[src/rtl/ipv6tap_pkg.sv]
`timescale 1ns / 1ps
// ----------------------------------------------------------------------------
// ipv6tap_pkg
// Shared types, character codes and helpers of the IPv6 text address parser.
// ----------------------------------------------------------------------------
package ipv6tap_pkg;

    localparam int GROUPS       = 8;
    localparam int GROUP_W      = 16;
    localparam int ADDR_HALF_W  = 64;

    localparam logic [15:0] CHAR_OPEN  = 16'h005B;
    localparam logic [15:0] CHAR_CLOSE = 16'h005D;
    localparam logic [15:0] CHAR_COLON = 16'h003A;
    localparam logic [15:0] CHAR_NUL   = 16'h0000;

    localparam logic [7:0] FIRST_BYTE_MATCH = 8'h03;
    localparam logic [7:0] FIRST_BYTE_SUBST = 8'h02;

    localparam logic [2:0] DIGITS_FULL = 3'd4;
    localparam logic [3:0] GROUPS_FULL = 4'd8;

    typedef struct packed {
        logic [GROUPS-1:0][GROUP_W-1:0] groups;
        logic [3:0]                     groups_done;
        logic [3:0]                     gap_index;
        logic                           gap_seen;
        logic [GROUP_W-1:0]             hex_accum;
        logic [2:0]                     digits;
        logic                           at_first_char;
        logic                           colon_pending;
        logic                           stopped;
        logic                           failed;
    } t_pstate;

    localparam t_pstate PSTATE_INIT = '{
        groups:        '0,
        groups_done:   4'd0,
        gap_index:     4'd0,
        gap_seen:      1'b0,
        hex_accum:     '0,
        digits:        3'd0,
        at_first_char: 1'b1,
        colon_pending: 1'b0,
        stopped:       1'b0,
        failed:        1'b0
    };

    typedef struct packed {
        logic                   ok;
        logic [ADDR_HALF_W-1:0] addr_high;
        logic [ADDR_HALF_W-1:0] addr_low;
    } t_result;

    // {valid, nibble}
    function automatic logic [4:0] hex_value(input logic [15:0] c);
        logic [4:0] r;
        r = 5'd0;
        if (c >= 16'h0030 && c <= 16'h0039) begin
            r = {1'b1, c[3:0]};
        end else if ((c >= 16'h0061 && c <= 16'h0066) ||
                     (c >= 16'h0041 && c <= 16'h0046)) begin
            r = {1'b1, 4'(c[3:0] + 4'd9)};
        end
        return r;
    endfunction

endpackage

[src/rtl/ipv6tap_if.sv]
`timescale 1ns / 1ps
// ----------------------------------------------------------------------------
// ipv6tap_if
// Valid/ready channels of the parser: character input and address output.
// ----------------------------------------------------------------------------
interface ipv6tap_char_if;
    logic        valid;
    logic        ready;
    logic [15:0] char_code;
    logic        last_char;

    modport source (output valid, output char_code, output last_char, input ready);
    modport sink   (input valid, input char_code, input last_char, output ready);
endinterface

interface ipv6tap_addr_if;
    logic        valid;
    logic        ready;
    logic        ok;
    logic [63:0] addr_high;
    logic [63:0] addr_low;

    modport source (output valid, output ok, output addr_high, output addr_low, input ready);
    modport sink   (input valid, input ok, input addr_high, input addr_low, output ready);
endinterface

[src/rtl/ipv6tap_core.sv]
`timescale 1ns / 1ps
// ----------------------------------------------------------------------------
// ipv6tap_core
// Per-character parse step and end-of-string address assembly.
// ----------------------------------------------------------------------------
module ipv6tap_core
    import ipv6tap_pkg::*;
(
    input  logic [15:0] i_char_code,
    input  logic        i_last_char,
    input  t_pstate     i_state,
    output t_pstate     o_state,
    output t_result     o_result
);

    function automatic t_pstate f_store(input t_pstate s);
        t_pstate r;
        r = s;
        r.groups[s.groups_done[2:0]] = s.hex_accum;
        r.groups_done = 4'(s.groups_done + 4'd1);
        r.hex_accum   = '0;
        r.digits      = 3'd0;
        if (r.groups_done >= GROUPS_FULL) begin
            r.stopped = 1'b1;
        end
        return r;
    endfunction

    t_pstate s_step;
    t_pstate s_end;

    always_comb begin
        t_pstate    s;
        logic       is_stop;
        logic       is_colon;
        logic       skip;
        logic       take;
        logic       do_digit;
        logic       do_store;
        logic       from_digit;
        logic [4:0] hv;

        s          = i_state;
        is_stop    = (i_char_code == CHAR_CLOSE) || (i_char_code == CHAR_NUL);
        is_colon   = (i_char_code == CHAR_COLON);
        hv         = hex_value(i_char_code);
        skip       = 1'b0;
        take       = 1'b0;
        do_digit   = 1'b0;
        do_store   = 1'b0;
        from_digit = 1'b0;

        if (!(s.stopped || s.failed)) begin
            if (s.at_first_char) begin
                s.at_first_char = 1'b0;
                if (i_char_code == CHAR_OPEN) skip = 1'b1;
            end
            if (!skip && s.colon_pending) begin
                s.colon_pending = 1'b0;
                if (is_colon) skip = 1'b1;
            end
            if (!skip) begin
                if (s.digits >= 3'd1 && s.digits <= 3'd3) begin
                    if (is_colon) begin
                        do_store = 1'b1;
                    end else if (is_stop) begin
                        do_store  = 1'b1;
                        s.stopped = 1'b1;
                    end else begin
                        do_digit = 1'b1;
                    end
                end else begin
                    take = 1'b1;
                    if (s.digits == DIGITS_FULL) begin
                        s.digits = 3'd0;
                        if (is_colon) take = 1'b0;
                    end
                    if (take) begin
                        if (is_stop) begin
                            s.stopped = 1'b1;
                        end else if (is_colon) begin
                            if (s.gap_seen) begin
                                s.failed = 1'b1;
                            end else begin
                                s.gap_seen  = 1'b1;
                                s.gap_index = s.groups_done;
                                if (s.groups_done == 4'd0) s.colon_pending = 1'b1;
                            end
                        end else begin
                            s.hex_accum = '0;
                            s.digits    = 3'd0;
                            do_digit    = 1'b1;
                        end
                    end
                end
            end
        end

        if (do_digit) begin
            if (!hv[4]) begin
                s.failed = 1'b1;
            end else begin
                s.hex_accum = {s.hex_accum[11:0], hv[3:0]};
                s.digits    = 3'(s.digits + 3'd1);
                if (s.digits >= DIGITS_FULL) begin
                    do_store   = 1'b1;
                    from_digit = 1'b1;
                end
            end
        end

        if (do_store) begin
            s = f_store(s);
            if (from_digit && !s.stopped) s.digits = DIGITS_FULL;
        end
        s_step = s;
    end

    always_comb begin
        s_end = s_step;
        if (!s_step.stopped && !s_step.failed &&
            s_step.digits >= 3'd1 && s_step.digits <= 3'd3) begin
            s_end = f_store(s_step);
        end
    end

    always_comb begin
        logic [3:0]  n;
        logic [3:0]  gp;
        logic [3:0]  z;
        logic [3:0]  j4;
        logic        ok;
        logic [15:0] g [GROUPS];

        n  = s_end.groups_done;
        gp = s_end.gap_seen ? ((s_end.gap_index > n) ? n : s_end.gap_index) : GROUPS_FULL;
        z  = s_end.gap_seen ? 4'(GROUPS_FULL - n) : 4'd0;
        for (int j = 0; j < GROUPS; j++) begin
            j4 = 4'(j);
            if (j4 < gp) begin
                g[j] = s_end.groups[j];
            end else if (j4 < 4'(gp + z)) begin
                g[j] = '0;
            end else begin
                g[j] = s_end.groups[3'(j4 - z)];
            end
        end
        if (g[0][15:8] == FIRST_BYTE_MATCH) g[0][15:8] = FIRST_BYTE_SUBST;

        ok = !s_end.failed && (s_end.gap_seen || s_end.groups_done == GROUPS_FULL);
        o_result.ok        = ok;
        o_result.addr_high = ok ? {g[0], g[1], g[2], g[3]} : '0;
        o_result.addr_low  = ok ? {g[4], g[5], g[6], g[7]} : '0;
    end

    assign o_state = i_last_char ? PSTATE_INIT : s_step;

endmodule

[src/rtl/ipv6_text_address_parser.sv]
`timescale 1ns / 1ps
// ----------------------------------------------------------------------------
// ipv6_text_address_parser
// Parses IPv6 address text, one UTF-16 character per transaction, into a
// 128-bit address with a validity flag.
// ----------------------------------------------------------------------------
// One character is taken every cycle unless a stalled result holds intake. A
// character enters an input register, is parsed against the per-string state
// as it leaves that register, and the character flagged last_char yields one
// result transaction; other characters yield none. The result sits in an
// output register, so input keeps flowing while it waits; a stalled result
// stops intake only once the input register is also occupied. Parser state
// returns to its initial value after each last character.
// ----------------------------------------------------------------------------
module ipv6_text_address_parser
    import ipv6tap_pkg::*;
(
    input  logic                  i_clk,
    input  logic                  i_rst_n,
    ipv6tap_char_if.sink          i_char,
    ipv6tap_addr_if.source        o_addr
);

    logic        r_in_valid;
    logic [15:0] r_char_code;
    logic        r_last_char;
    t_pstate     r_state;
    t_pstate     n_state;
    t_result     n_result;
    logic        r_out_valid;
    t_result     r_result;
    logic        w_advance;
    logic        w_fire;

    assign w_advance    = !r_out_valid || o_addr.ready;
    assign w_fire       = r_in_valid && w_advance;
    assign i_char.ready = !r_in_valid || w_advance;

    ipv6tap_core u_core (
        .i_char_code (r_char_code),
        .i_last_char (r_last_char),
        .i_state     (r_state),
        .o_state     (n_state),
        .o_result    (n_result)
    );

    always_ff @(posedge i_clk) begin
        if (!i_rst_n) begin
            r_in_valid  <= 1'b0;
            r_out_valid <= 1'b0;
            r_state     <= PSTATE_INIT;
        end else begin
            if (i_char.ready) begin
                r_in_valid <= i_char.valid;
            end
            if (w_advance) begin
                r_out_valid <= w_fire && r_last_char;
            end
            if (w_fire) begin
                r_state <= n_state;
            end
        end
    end

    always_ff @(posedge i_clk) begin
        if (i_char.ready) begin
            r_char_code <= i_char.char_code;
            r_last_char <= i_char.last_char;
        end
        if (w_fire && r_last_char) begin
            r_result <= n_result;
        end
    end

    assign o_addr.valid     = r_out_valid;
    assign o_addr.ok        = r_result.ok;
    assign o_addr.addr_high = r_result.addr_high;
    assign o_addr.addr_low  = r_result.addr_low;

endmodule

[src/flat_wrapper.sv]
// flat-port wrapper written by rule: the top's interface ports become plain ports
module ipv6_text_address_parser_flat import ipv6tap_pkg::*;
  (i_clk, i_rst_n, i_char_valid, i_char_char_code, i_char_last_char, i_char_ready, o_addr_valid, o_addr_ok, o_addr_addr_high, o_addr_addr_low, o_addr_ready);
  ipv6tap_char_if i_char_i ();
  ipv6tap_addr_if o_addr_i ();
  input  logic i_clk;
  input  logic i_rst_n;
  input wire logic [$bits(i_char_i.valid)-1:0] i_char_valid;
  input wire logic [$bits(i_char_i.char_code)-1:0] i_char_char_code;
  input wire logic [$bits(i_char_i.last_char)-1:0] i_char_last_char;
  output wire logic [$bits(i_char_i.ready)-1:0] i_char_ready;
  output wire logic [$bits(o_addr_i.valid)-1:0] o_addr_valid;
  output wire logic [$bits(o_addr_i.ok)-1:0] o_addr_ok;
  output wire logic [$bits(o_addr_i.addr_high)-1:0] o_addr_addr_high;
  output wire logic [$bits(o_addr_i.addr_low)-1:0] o_addr_addr_low;
  input wire logic [$bits(o_addr_i.ready)-1:0] o_addr_ready;
  assign i_char_i.valid = i_char_valid;
  assign i_char_i.char_code = i_char_char_code;
  assign i_char_i.last_char = i_char_last_char;
  assign i_char_ready = i_char_i.ready;
  assign o_addr_valid = o_addr_i.valid;
  assign o_addr_ok = o_addr_i.ok;
  assign o_addr_addr_high = o_addr_i.addr_high;
  assign o_addr_addr_low = o_addr_i.addr_low;
  assign o_addr_i.ready = o_addr_ready;
  ipv6_text_address_parser u_core (.i_clk(i_clk), .i_rst_n(i_rst_n), .i_char(i_char_i), .o_addr(o_addr_i));
endmodule
[config.mk]
export PLATFORM = sky130hd
export DESIGN_NAME = ipv6_text_address_parser_flat
export DESIGN_NICKNAME = d
export VERILOG_FILES = /design/src/rtl/ipv6tap_pkg.sv /design/src/rtl/ipv6tap_if.sv /design/src/rtl/ipv6tap_core.sv /design/src/rtl/ipv6_text_address_parser.sv /design/src/flat_wrapper.sv
export SDC_FILE = /design/constraint.sdc
export NUM_CORES = 1
export LEC_CHECK = 0
export ABC_AREA = 1
export CORE_ASPECT_RATIO = 2
export CORE_UTILIZATION = 49
export DETAILED_ROUTE_END_ITERATION = 10
export DONT_BUFFER_PORTS = 1
export HOLD_SLACK_MARGIN = 0.02
export SKIP_CTS_REPAIR_TIMING = 1
export SYNTH_ARGS = -nofsm -noshare
export SYNTH_HDL_FRONTEND = slang
export SYNTH_HIERARCHICAL = 1
export SYNTH_SLANG_ARGS = --single-unit
[constraint.sdc]
create_clock -name i_clk -period 10.2 [get_ports i_clk]
set_clock_uncertainty 0.05 [all_clocks]
set_input_delay 1.02 -clock i_clk [delete_from_list [all_inputs] [get_ports i_clk]]
set_output_delay 1.02 -clock i_clk [all_outputs]
set_load 0.05 [all_outputs]
# Word-level counts from Yosys, hierarchy flattened
# Cells that the tools add are included.
[op_classes]
addsub = 14
mul = 0
div_mod_pow = 0
order_cmp = 42
n_eq_ne = 6
shifts = 0
muxes = 108
bitwise_logic = 1
reduce_logical = 30
[ops]
columns = ["op", "n"]
rows = [
  ["160-bit two-way mux", 3],
  ["16-bit two-way mux", 26],
  ["16-bit binary-select mux with 3-bit select", 8],
  ["128-bit bitwise mux", 2],
  ["16-bit demux with 3-bit select", 2],
  ["24-bit two-way mux", 4],
  ["19-bit two-way mux", 3],
  ["1-bit two-way mux", 47],
  ["3-bit by 4-bit < comparator with 1-bit output (second input constant)", 10],
  ["16-bit by 7-bit equality test with 1-bit output (second input constant)", 2],
  ["16-bit by 7-bit >= comparator with 1-bit output (second input constant)", 2],
  ["16-bit by 7-bit <= comparator with 1-bit output (second input constant)", 2],
  ["3-bit by 4-bit < comparator with 1-bit output (first input constant)", 8],
  ["28-bit two-way mux", 1],
  ["5-bit two-way mux", 4],
  ["16-bit by 6-bit equality test with 1-bit output (second input constant)", 1],
  ["16-bit by 6-bit >= comparator with 1-bit output (second input constant)", 1],
  ["16-bit by 6-bit <= comparator with 1-bit output (second input constant)", 1],
  ["16-bit logical NOT", 1],
  ["1-bit by 4-bit < comparator with 1-bit output (first input constant)", 4],
  ["2-bit by 4-bit < comparator with 1-bit output (first input constant)", 4],
  ["1-bit logical AND", 14],
  ["3-bit by 1-bit >= comparator with 1-bit output (second input constant)", 4],
  ["3-bit two-way mux", 4],
  ["other kinds (22)", 43],
]
[totals]
reg_bits = 308
latch_bits = 0
ramBits = 0
rom_bits = 0
inputBits = 21
out_inout_bits = 131
elab_cells = 226
memories = 0

# Logic depth before layout (Yosys ltp)
# Gate-level depths: netlist (run 1).
[depth]
depth_word = 40
ltp_mapped = 49
ltp_nobuf = 49

# Cells and area by module
# The synthesis (run 1) kept the hierarchy.
[modules_own_cells]
columns = ["mod", "instances", "cells_each", "area_per_inst_um2", "seq_area_each_um2"]
rows = [
  ["ipv6tap_core", 1, 2608, 11902.7, 0.0],
  ["ipv6_text_address_parser", 1, 1207, 11627.4, 7627.3],
]

# Worst setup path before layout (run 1)
# OpenSTA, ideal clock, no wires.
[synth_timing]
kind = "in2reg"
start = "input o_addr_ready"
end = "register u_core.r_result, in the netlist u_core/o_addr.addr_high[0] (enable)"
setup_ps = 619
arrival_ps = 6768
required_ps = 9531
slack_ps = 2763
path_stages = 5
n_path_buf = 1
path_cell_list = "inv_1 > nand2_2 > buf_4 > nand2_1 > nor2_1"
[synth_between]
elab_chain_len = 3
[synth_lines]
columns = ["item", "line_no", "text"]
rows = [
  ["start: declaration", "flat_wrapper.sv:16", "input wire logic [$bits(o_addr_i.ready)-1:0] o_addr_ready;"],
  ["1-bit logical OR", "ipv6_text_address_parser.sv:35", "assign w_advance = !r_out_valid || o_addr.ready;"],
  ["1-bit logical AND", "ipv6_text_address_parser.sv:36", "assign w_fire = r_in_valid && w_advance;"],
  ["1-bit logical AND", "ipv6_text_address_parser.sv:70", "if (w_fire && r_last_char) begin"],
  ["end signal: assignment", "ipv6_text_address_parser.sv:71", "r_result <= n_result;"],
  ["end: declaration", "ipv6_text_address_parser.sv:31", "t_result r_result;"],
]
# No other way between the ends.
# A chain may end at the register's enable or synchronous reset.

# Final worst setup path (run 1)
[layout_timing]
start = "register u_core.r_char_code[0]"
end = "register u_core.r_result, in the netlist u_core/o_addr.addr_high[56] (data pin)"
[layout_between]
elab_chain_len = 31
word_cells_on_any_way = 111
classes_between = "add/sub (5); order compare (14); eq/ne (5); mux (66); bitwise (1); reduce/logical (20)"
[layout_lines]
columns = ["item", "line_no", "text"]
rows = [
  ["start: declaration", "ipv6_text_address_parser.sv:25", "logic [15:0] r_char_code;"],
  ["start signal: assignment", "ipv6_text_address_parser.sv:67", "r_char_code <= i_char.char_code;"],
  ["16-bit by 6-bit equality test with 1-bit output or 16-bit by 7-bit equality test with 1-bit output (tied branches)", "ipv6tap_core.sv:45, ipv6tap_core.sv:56", ""],
  ["1-bit two-way mux, on equally long branches", "ipv6tap_core.sv:76, ipv6tap_core.sv:81, ipv6tap_core.sv:56", ""],
  ["1-bit two-way mux, on equally long branches", "ipv6tap_core.sv:74, ipv6tap_core.sv:54", ""],
  ["1-bit two-way mux, on equally long branches", "ipv6tap_core.sv:63, ipv6tap_core.sv:53", ""],
  ["1-bit two-way mux or 1-bit logical NOT (tied branches)", "ipv6tap_core.sv:62, ipv6tap_core.sv:58", ""],
  ["1-bit two-way mux or 1-bit logical AND (tied branches)", "ipv6tap_core.sv:53, ipv6tap_core.sv:58", ""],
  ["24-bit two-way mux or 1-bit two-way mux (tied branches)", "ipv6tap_core.sv:78, ipv6tap_core.sv:58", ""],
  ["24-bit two-way mux or 1-bit two-way mux (tied branches)", "ipv6tap_core.sv:63, ipv6tap_core.sv:53", ""],
  ["(+15 left out)", "-", ""],
  ["4-bit two-way mux, on equally long branches", "ipv6tap_core.sv:136, ipv6tap_core.sv:137", ""],
  ["4-bit two-way mux or 1-bit by 3-bit subtractor with 3-bit output (tied branches)", "ipv6tap_core.sv:136, ipv6tap_core.sv:145", ""],
  ["4-bit adder or 16-bit binary-select mux with 3-bit select (tied branches)", "ipv6tap_core.sv:142, ipv6tap_core.sv:145", ""],
  ["1-bit by 4-bit < comparator with 1-bit output or 16-bit two-way mux (tied branches)", "ipv6tap_core.sv:142, ipv6tap_core.sv:145", ""],
  ["16-bit two-way mux", "ipv6tap_core.sv:142", "end else if (j4 < 4'(gp + z)) begin"],
  ["16-bit two-way mux", "ipv6tap_core.sv:140", "if (j4 < gp) begin"],
  ["8-bit by 2-bit equality test with 1-bit output", "ipv6tap_core.sv:148", "if (g[0][15:8] == FIRST_BYTE_MATCH) g[0][15:8] = FIRST_BYTE_SUBST;"],
  ["2-bit OR reduction (no source line)", "-", ""],
]
# Every way passes the cells marked *; elsewhere a longest branch is shown, timed or not. The select of a mux whose other input is x is not followed.

==> results of run 1 <==
==> cells in the mapped netlist, drive strengths merged (2+ instances only) <==
cell type / n / area, um^2
clkinv: 2 / 7.51
o21ai: 536 / 2710
a21oi: 297 / 1500
dfxtp: 162 / 3240
nand3: 221 / 1160
or2: 6 / 37.5
o31ai: 33 / 248
xor2: 4 / 42.6
nand4: 14 / 87.6
nor2: 617 / 2410
nand2: 1002 / 3800
mux2i: 37 / 370
o211ai: 16 / 120
clkbuf: 130 / 488
nor3: 23 / 126
ha: 15 / 188
o21a: 2 / 15.0
nand3b: 2 / 27.5
edfxtp: 146 / 4380
a211oi: 17 / 128
a31oi: 23 / 144
inv: 355 / 1330
buf: 146 / 877
==> per-stage QoR <==
stage	utilization	hold slack [ns]	setup slack [ns]	area [um^2]
6_report	0.520	0.426	2.05	24700
5_1_grt	0.519	0.422	1.38	24700
4_1_cts	0.519	0.409	2.17	24600
3_5_place_dp	0.498	0.413	2.22	23700
3_3_place_gp	0.498	0.406	2.38	23700
2_1_floorplan	-	0.396	2.76	23500
==> registers in the layout (all words and copies together) (netlist names) <==
| signal | count |
|---|---|
| u_core/o_addr.ok | 1 |
| u_core/o_addr.valid | 1 |
| u_core/r_last_char | 1 |
| u_core/r_state | 160 |
| u_core/r_in_valid | 1 |
| u_core/r_char_code | 16 |
| u_core/o_addr.addr_low | 64 |
| u_core/o_addr.addr_high | 64 |
==> power by group through the flow <==
stage / logic, W / clock network [W] / registers (W)
finish: 0.000921 / 0.00114 / 0.00140
CTS: 0.000880 / 0.00115 / 0.00140
global placement: 0.000869 / 0 / 0.00143
floorplan: 0.000589 / 0 / 0.00142
global route: 0.000979 / 0.00120 / 0.00141
detailed placement: 0.000877 / 0 / 0.00143
==> layout by cell type (no fill, tap or decap), drive strengths merged, types with 14 or more instances in the layout <==
| cell type | count |
|---|---|
| nand4 | 14 |
| o211ai | 16 |
| a211oi | 17 |
| nor3 | 23 |
| nor2 | 617 |
| a31oi | 23 |
| buf | 85 |
| nand3 | 221 |
| ha | 15 |
| nand2 | 1002 |
| mux2i | 37 |
| dfxtp | 162 |
| inv | 360 |
| a21oi | 297 |
| o31ai | 33 |
| clkbuf | 32 |
| edfxtp | 146 |
| o21ai | 536 |
==> critical path, delay by kind of cell, from the launching register on <==
kind | cells | cell delay, ns
AOI/OAI and AO/OA | 3 | 0.64
adders and majority gates | 4 | 1.01
buffers and inverters | 6 | 0.79
DFF | 1 | 0.48
and+or+nand+nor | 33 | 4.87
==> per-layer routing <==
| layer | share of wire | vias up | track usage |
|---|---|---|---|
| li1 | - | 12100 | - |
| met1 | 0.31 | 11900 | 0.437 |
| met2 | 0.45 | 1539 | 0.712 |
| met3 | 0.094 | 578 | 0.114 |
| met4 | 0.14 | 2 | 0.507 |
| met5 | 0.00012 | - | 0 |
==> final cells by class <==
class | count | share of cell area
Antenna cell | 2 | 0.000203
Sequential cell | 308 | 0.309
Timing Repair Buffer | 85 | 0.0265
Tap cell | 632 | 0.0320
Clock buffer | 32 | 0.0307
Multi-Input combinational cell | 2874 | 0.538
Clock inverter | 24 | 0.00872
Inverter | 357 | 0.0543
==> cells by family after synthesis <==
logic type                 Yosys count
DFF                                308
muxes                               37
xor gates and xnor gates             4
and+or+nand+nor                   1886
adders and majority gates           16
AOI/OAI and AO/OA                  931
buffers and inverters              633
==> worst paths after layout <==
check / start / to / depth (start not counted)
max: u_core/r_char_code[0] / u_core/o_addr.addr_high[56] / 46
min: i_char_char_code[3] / u_core/r_char_code[3] / 0
max reg2reg: u_core/r_char_code[0] / u_core/o_addr.addr_high[56] / 46
min reg2reg: u_core/r_state[82] / u_core/r_state[82] / 2
==> impl_metrics.csv, run 1 <==
group,metric,value,unit
status,violations,"capacitance limit, slew limit",
setup_path,reg2reg_slack,2.05,ns
power,power.net_switching,0.00131,W
power,p_leak,10.4,nW
drt,post-route-drc-count,0,
logic_synthesis,synth_area,0.0235,mm^2
drt,first_pass_iters,9,
placement,portBuffers,0,
setup_path,cpPeakStageDelay,0.77,ns
drt,num_vias,26100,
setup_path,worstSetupPathType,"reg -> reg",
logic_synthesis,syn_area_per_cell,6.17,um^2
power,power_frac_clock,0.329,
cts,cts_inserted_buffers,30,
logic_synthesis,ys_seq_elements,308,
logic_synthesis,synthAdderAreaFrac,0.00883,
power,combPwrFrac,0.266,
timing,hold_viol_final,0,
global_route,grt_pass1_vias,23900,
timing,tightest_slew,1.58,ns
timing,grt_setup_unrepaired,"false",
cts,clk_pin_slew_worst_paths,0.07,ns
setup_path,crit_top_cell,"nand2_1",
setup_path,crit_fanout,30,
logic_synthesis,synth_top_family_by_area,"simple AND/OR/NAND/NOR gates",
placement,dp_hpwl,81400,um
hold_path,min-delay-path-class,"in -> reg",
floorplanning,die_x,157,um
logic_synthesis,ys_async_sr_fraction,0,
floorplanning,coreArea,0.0475,mm^2
logic_synthesis,synthMuxAreaShare,0.0157,
drt,viasPerCell,6.05,
global_route,antenna_found_initial,5,
setup_path,cp-end-kind,"flip-flop",
logic_synthesis,synth.distinct_cells,52,
logic_synthesis,synth_compound_area_frac,0.209,
drt,ant_nets,0,
placement,gp_congestion,1.02,
timing,min_period_over_period,0.799,
logic_synthesis,synth-edff-count,146,
setup_path,arrival,8.47,ns
setup_path,crit_required,10.53,ns
job,drv_cap,1,
floorplanning,die_area,0.0490,mm^2
final_layout,nets,3693,
cts,clockBufferDepth,3,
final_layout,regArea,0.00763,mm^2
power,peakVddDrop,0.000164,V
floorplanning,rows,113,
setup_path,critPathSlowestCell,"nor2_1",
global_route,grt_start_max_net_pins,163,
power,internal_power,0.00216,W
logic_synthesis,yosys.area_share.simple,0.326,
power,finalPower,0.00347,W
final_layout,area_growth,4.90,%
timing,min_period,8.15,ns
placement,dp.cells,4252,
logic_synthesis,netlist_instances,3815,
cts,ctsHtreeMaxLevel,1,
cts,clock-sinks,308,
logic_synthesis,synth_xor_area_frac,0.00181,
status,status,"finished with violations",
logic_synthesis,yosysSeqAreaShare,0.324,
cts,cts_root_buf,"clkbuf_16",
power,p_per_area,140,mW/mm^2
power,seqPwrFrac,0.405,
drt,wire_per_inst,25.4,um
timing,drv_slew,4,
global_route,grt_pass1_wl,157000,um
drt,drt_wl_total,110000,um
timing,setup_violations,0,
global_route,grt_use_total,0.445,
logic_synthesis,synth_nets,3852,
timing,fmax,123,MHz
global_route,grt_overflow,0,
drt,drt_first_iter_violations,3138,
cts,cts_tree,"built",
floorplanning,die_y,312,um
logic_synthesis,yosysWarnings,6,
setup_path,critPathLaunchType,"flip-flop",
final_layout,num-fill-cells,4937,
final_layout,multi_input_area,0.0133,mm^2
timing,fin_setup_tns,0,ns
power,switching_share,0.377,
floorplanning,io_pins,152,
cts,clkLatencyLatePin,0.64,ns
final_layout,layout.cells.non_filler,4314,
final_layout,drive_above_1_share,0.0601,
logic_synthesis,ys.flop_type,"dfxtp_1",
timing,slew_headroom,-0.0641,
floorplanning,start_util,0.495,
No activity file was read; power rests on OpenSTA's default activity.
==> inputs of run 2 (changes only) <==
- ABC_AREA: 1 -> 0
- PLACE_DENSITY: unset -> 0.66
- clock period: 10.2 -> 6.86 ns (I/O delays scaled with it)
==> run 2 against run 1 <==
  * Register-to-register slack got worse by 1.9 ns
  * Largest cell class unchanged
  * Flip-flop and latch count unchanged
  * The run now ends clean
  * Critical path depth decreased by 15
  * Largest power group unchanged
  * Die area increased by 0.23%
  * Utilization increased by 3.1 points
  * Cell count decreased by 17%
  * Setup slack got worse by 1.9 ns
  * Routed wire length decreased by 16%
==> impl_metrics.csv, run 2 <==
group,metric,value,unit
status,status,"completed",
timing,setup_slack,0.125,ns
setup_path,cpPeakStageDelay,0.46,ns
global_route,grt-busiest-layer,"met2",
final_layout,num-fill-cells,4382,
power,finalPower,0.00402,W
power,seqPwrFrac,0.519,
floorplanning,start_util,0.496,
logic_synthesis,synthTopCellsByArea,"edfxtp_1 19%, mux2i_1 15%, dfxtp_1 14%",
placement,gp_congestion,0.987,
global_route,grt_pass1_vias,21400,
logic_synthesis,ys_seq_elements,308,
power,peakVddDrop,0.000201,V
cts,cts_root_buf,"clkbuf_16",
logic_synthesis,synth_most_common_cell,"nand2_1",
logic_synthesis,ys.flop_type,"dfxtp_1",
hold_path,min_to,"u_core/r_char_code[10]",
setup_path,cp-end-kind,"flip-flop",
drt,drt_wl_total,91900,um
hold_path,min-delay-start,"i_char_char_code[10]",
logic_synthesis,synth_top_cell_area_share,0.186,
global_route,grt_pass1_wl,135000,um
power,power.net_switching,0.00102,W
power,switching_share,0.253,
global_route,grt_use_total,0.366,
floorplanning,die_y,312,um
logic_synthesis,synth.distinct_cells,92,
final_layout,layout_common_cells,"747 x nand2_1, 342 x mux2i_1, 259 x nor2_1",
floorplanning,io_pins,152,
cts,clkLatencyLatePin,0.62,ns
drt,ant_nets,0,
hold_path,min-delay-path-class,"in -> reg",
power,combPwrFrac,0.029,
global_route,antenna_found_initial,0,
timing,fmax,148,MHz
setup_path,critPathLaunchType,"flip-flop",
cts,clk_pin_slew_worst_paths,0.07,ns
floorplanning,rows,113,
final_layout,final_core_util,0.550,
logic_synthesis,synth_nets,3049,
drt,num_vias,23200,
setup_path,worstSetupPathType,"reg -> reg",
power,internal_power,0.00301,W
power,p_per_area,154,mW/mm^2
setup_path,arrival,7.14,ns
final_layout,area_growth,10.9,%
final_layout,mostFrequentLayoutCell,"nand2_1",
timing,drv_slew,0,
logic_synthesis,ys_async_sr_fraction,0,
power,power_frac_clock,0.452,
final_layout,antenna_cells,0,
setup_path,r2r_cells,31,
global_route,grt_start_max_net_pins,322,
logic_synthesis,yosysSeqAreaShare,0.323,
logic_synthesis,syn_area_per_cell,7.83,um^2
cts,cts_inserted_buffers,31,
timing,grt_setup_unrepaired,"true",
timing,hold_viol_final,0,
cts,cts_tree,"built",
final_layout,largest_reg_flops,160,
final_layout,nets,2979,
logic_synthesis,netlist_instances,3012,
placement,pre_cts_ws,-0.155,ns
placement,dp_hpwl,66600,um
timing,min_period,6.74,ns
setup_path,r2r_end,"u_core/o_addr.addr_low[63]",
logic_synthesis,yosysTopAreaCell,"edfxtp_1",
final_layout,multi_input_area,0.0151,mm^2
global_route,grt_use_met1,0.423,
final_layout,regMostFlops,"u_core/r_state",
drt,viasPerCell,6.44,
hold_path,holdPathStages,0,
drt,wire_per_inst,25.5,um
global_route,met2_usage,0.600,
power,p_leak,8.75,nW
setup_path,reg2reg_slack,0.12,ns
logic_synthesis,synth_top_cells_by_count,"751 x nand2_1, 342 x mux2i_1, 267 x nor2_1",
drt,drt_first_iter_violations,2490,
floorplanning,coreArea,0.0475,mm^2
cts,clock-sinks,308,
logic_synthesis,yosysWarnings,6,
timing,min_period_over_period,0.982,
global_route,grt_util_met3,0.0549,
cts,ctsHtreeMaxLevel,1,
logic_synthesis,synth-edff-count,146,
setup_path,crit_required,7.26,ns
final_layout,drive_above_1_share,0.141,
floorplanning,die_area,0.0491,mm^2
drt,post-route-drc-count,0,
setup_path,critPathSlowestCell,"fa_2",
final_layout,regArea,0.00763,mm^2
setup_path,reg2reg_from,"u_core/r_char_code[0]",
timing,tightest_slew,1.33,ns
floorplanning,die_x,157,um
global_route,grt_overflow,0,
setup_path,crit_fanout,8,
timing,setup_violations,0,
logic_synthesis,synth_area,0.0236,mm^2
placement,portBuffers,0,
cts,clockBufferDepth,3,
timing,slew_headroom,0.102,
drt,first_pass_iters,7,
job,drv_cap,0,
run 2: cell types whose count changed in the layout (fill, tap and decap cells not counted), moves of 67 or more:
cell      previous run  this run
mux2i_1             37       342
o21ai_1            147         8
o21ai_0            382       108
nand3_1            214        61
mux2_2               0        93
inv_1              336        18
nand2_1            987       747
a211oi_1            17        84
nor2_1             601       259
run 2: critical path: cells and delay by family, from the launching register on:
kind / cells / cell delay [ns]
and+or+nand+nor: 9 / 1.59
adders and majority gates: 5 / 1.52
AOI/OAI and AO/OA: 11 / 2.16
buffers and inverters: 5 / 0.65
DFF: 1 / 0.42
xor gates and xnor gates: 1 / 0.16
run 2: cell families after synthesis:
| family | after synthesis | share of synthesized area |
|---|---|---|
| adders and majority gates | 16 | 0.00881 |
| buffers and inverters | 294 | 0.0565 |
| AOI/OAI and AO/OA | 710 | 0.191 |
| DFF | 308 | 0.323 |
| and+or+nand+nor | 1224 | 0.218 |
| muxes | 443 | 0.194 |
| xor gates and xnor gates | 17 | 0.00695 |
run 2: through the flow:
step	hold WS [ns]	cell area [um^2]	cells	setup TNS, ns
after global placement	0.394	24600	3524	-0.179
final	0.126	26100	3598	0
after CTS	0.0991	25600	3581	-5.14
after global routing	0.117	26100	3598	-4.28
after detailed placement	0.400	24600	3524	-2.96
after floorplan	0.381	23600	3012	0
run 2: power groups by stage:
stage / logic [W] / clock network [W] / registers, W
2_1_floorplan: 0.000119 / 0 / 0.00211
3_3_place_gp: 0.000112 / 0 / 0.00212
3_5_place_dp: 0.000113 / 0 / 0.00212
4_1_cts: 0.000114 / 0.00185 / 0.00208
5_1_grt: 0.000124 / 0.00191 / 0.00209
6_report: 0.000118 / 0.00182 / 0.00209
run 2: metal layers:
metal,vias to the layer above,routed length (um)
met2,1171,43700
met4,0,8060
met5,-,0
li1,10600,-
met3,311,7050
met1,11100,33000
run 2: cell type report:
class,instances,area share
Multi-Input combinational cell,2410,0.579
Sequential cell,308,0.292
Timing Repair Buffer,166,0.0560
Tap cell,632,0.0302
Clock buffer,34,0.0301
Clock inverter,23,0.00938
Inverter,25,0.00359
run 2: how the worst max path moves through the flow:
stage,endpoint,cells after the start,start,slack [ns]
after global placement,u_core/o_addr.addr_low[61],29,u_core/r_char_code[0],-0.03
after detailed placement,u_core/o_addr.addr_low[62],29,u_core/r_char_code[0],-0.16
after CTS,u_core/o_addr.addr_low[62],29,u_core/r_char_code[0],-0.19
final,u_core/o_addr.addr_low[63],31,u_core/r_char_code[0],0.12
after global routing,u_core/o_addr.addr_high[56],32,u_core/r_char_code[0],-0.09
after floorplan,u_core/o_addr.addr_low[59],33,u_core/r_char_code[1],0.01
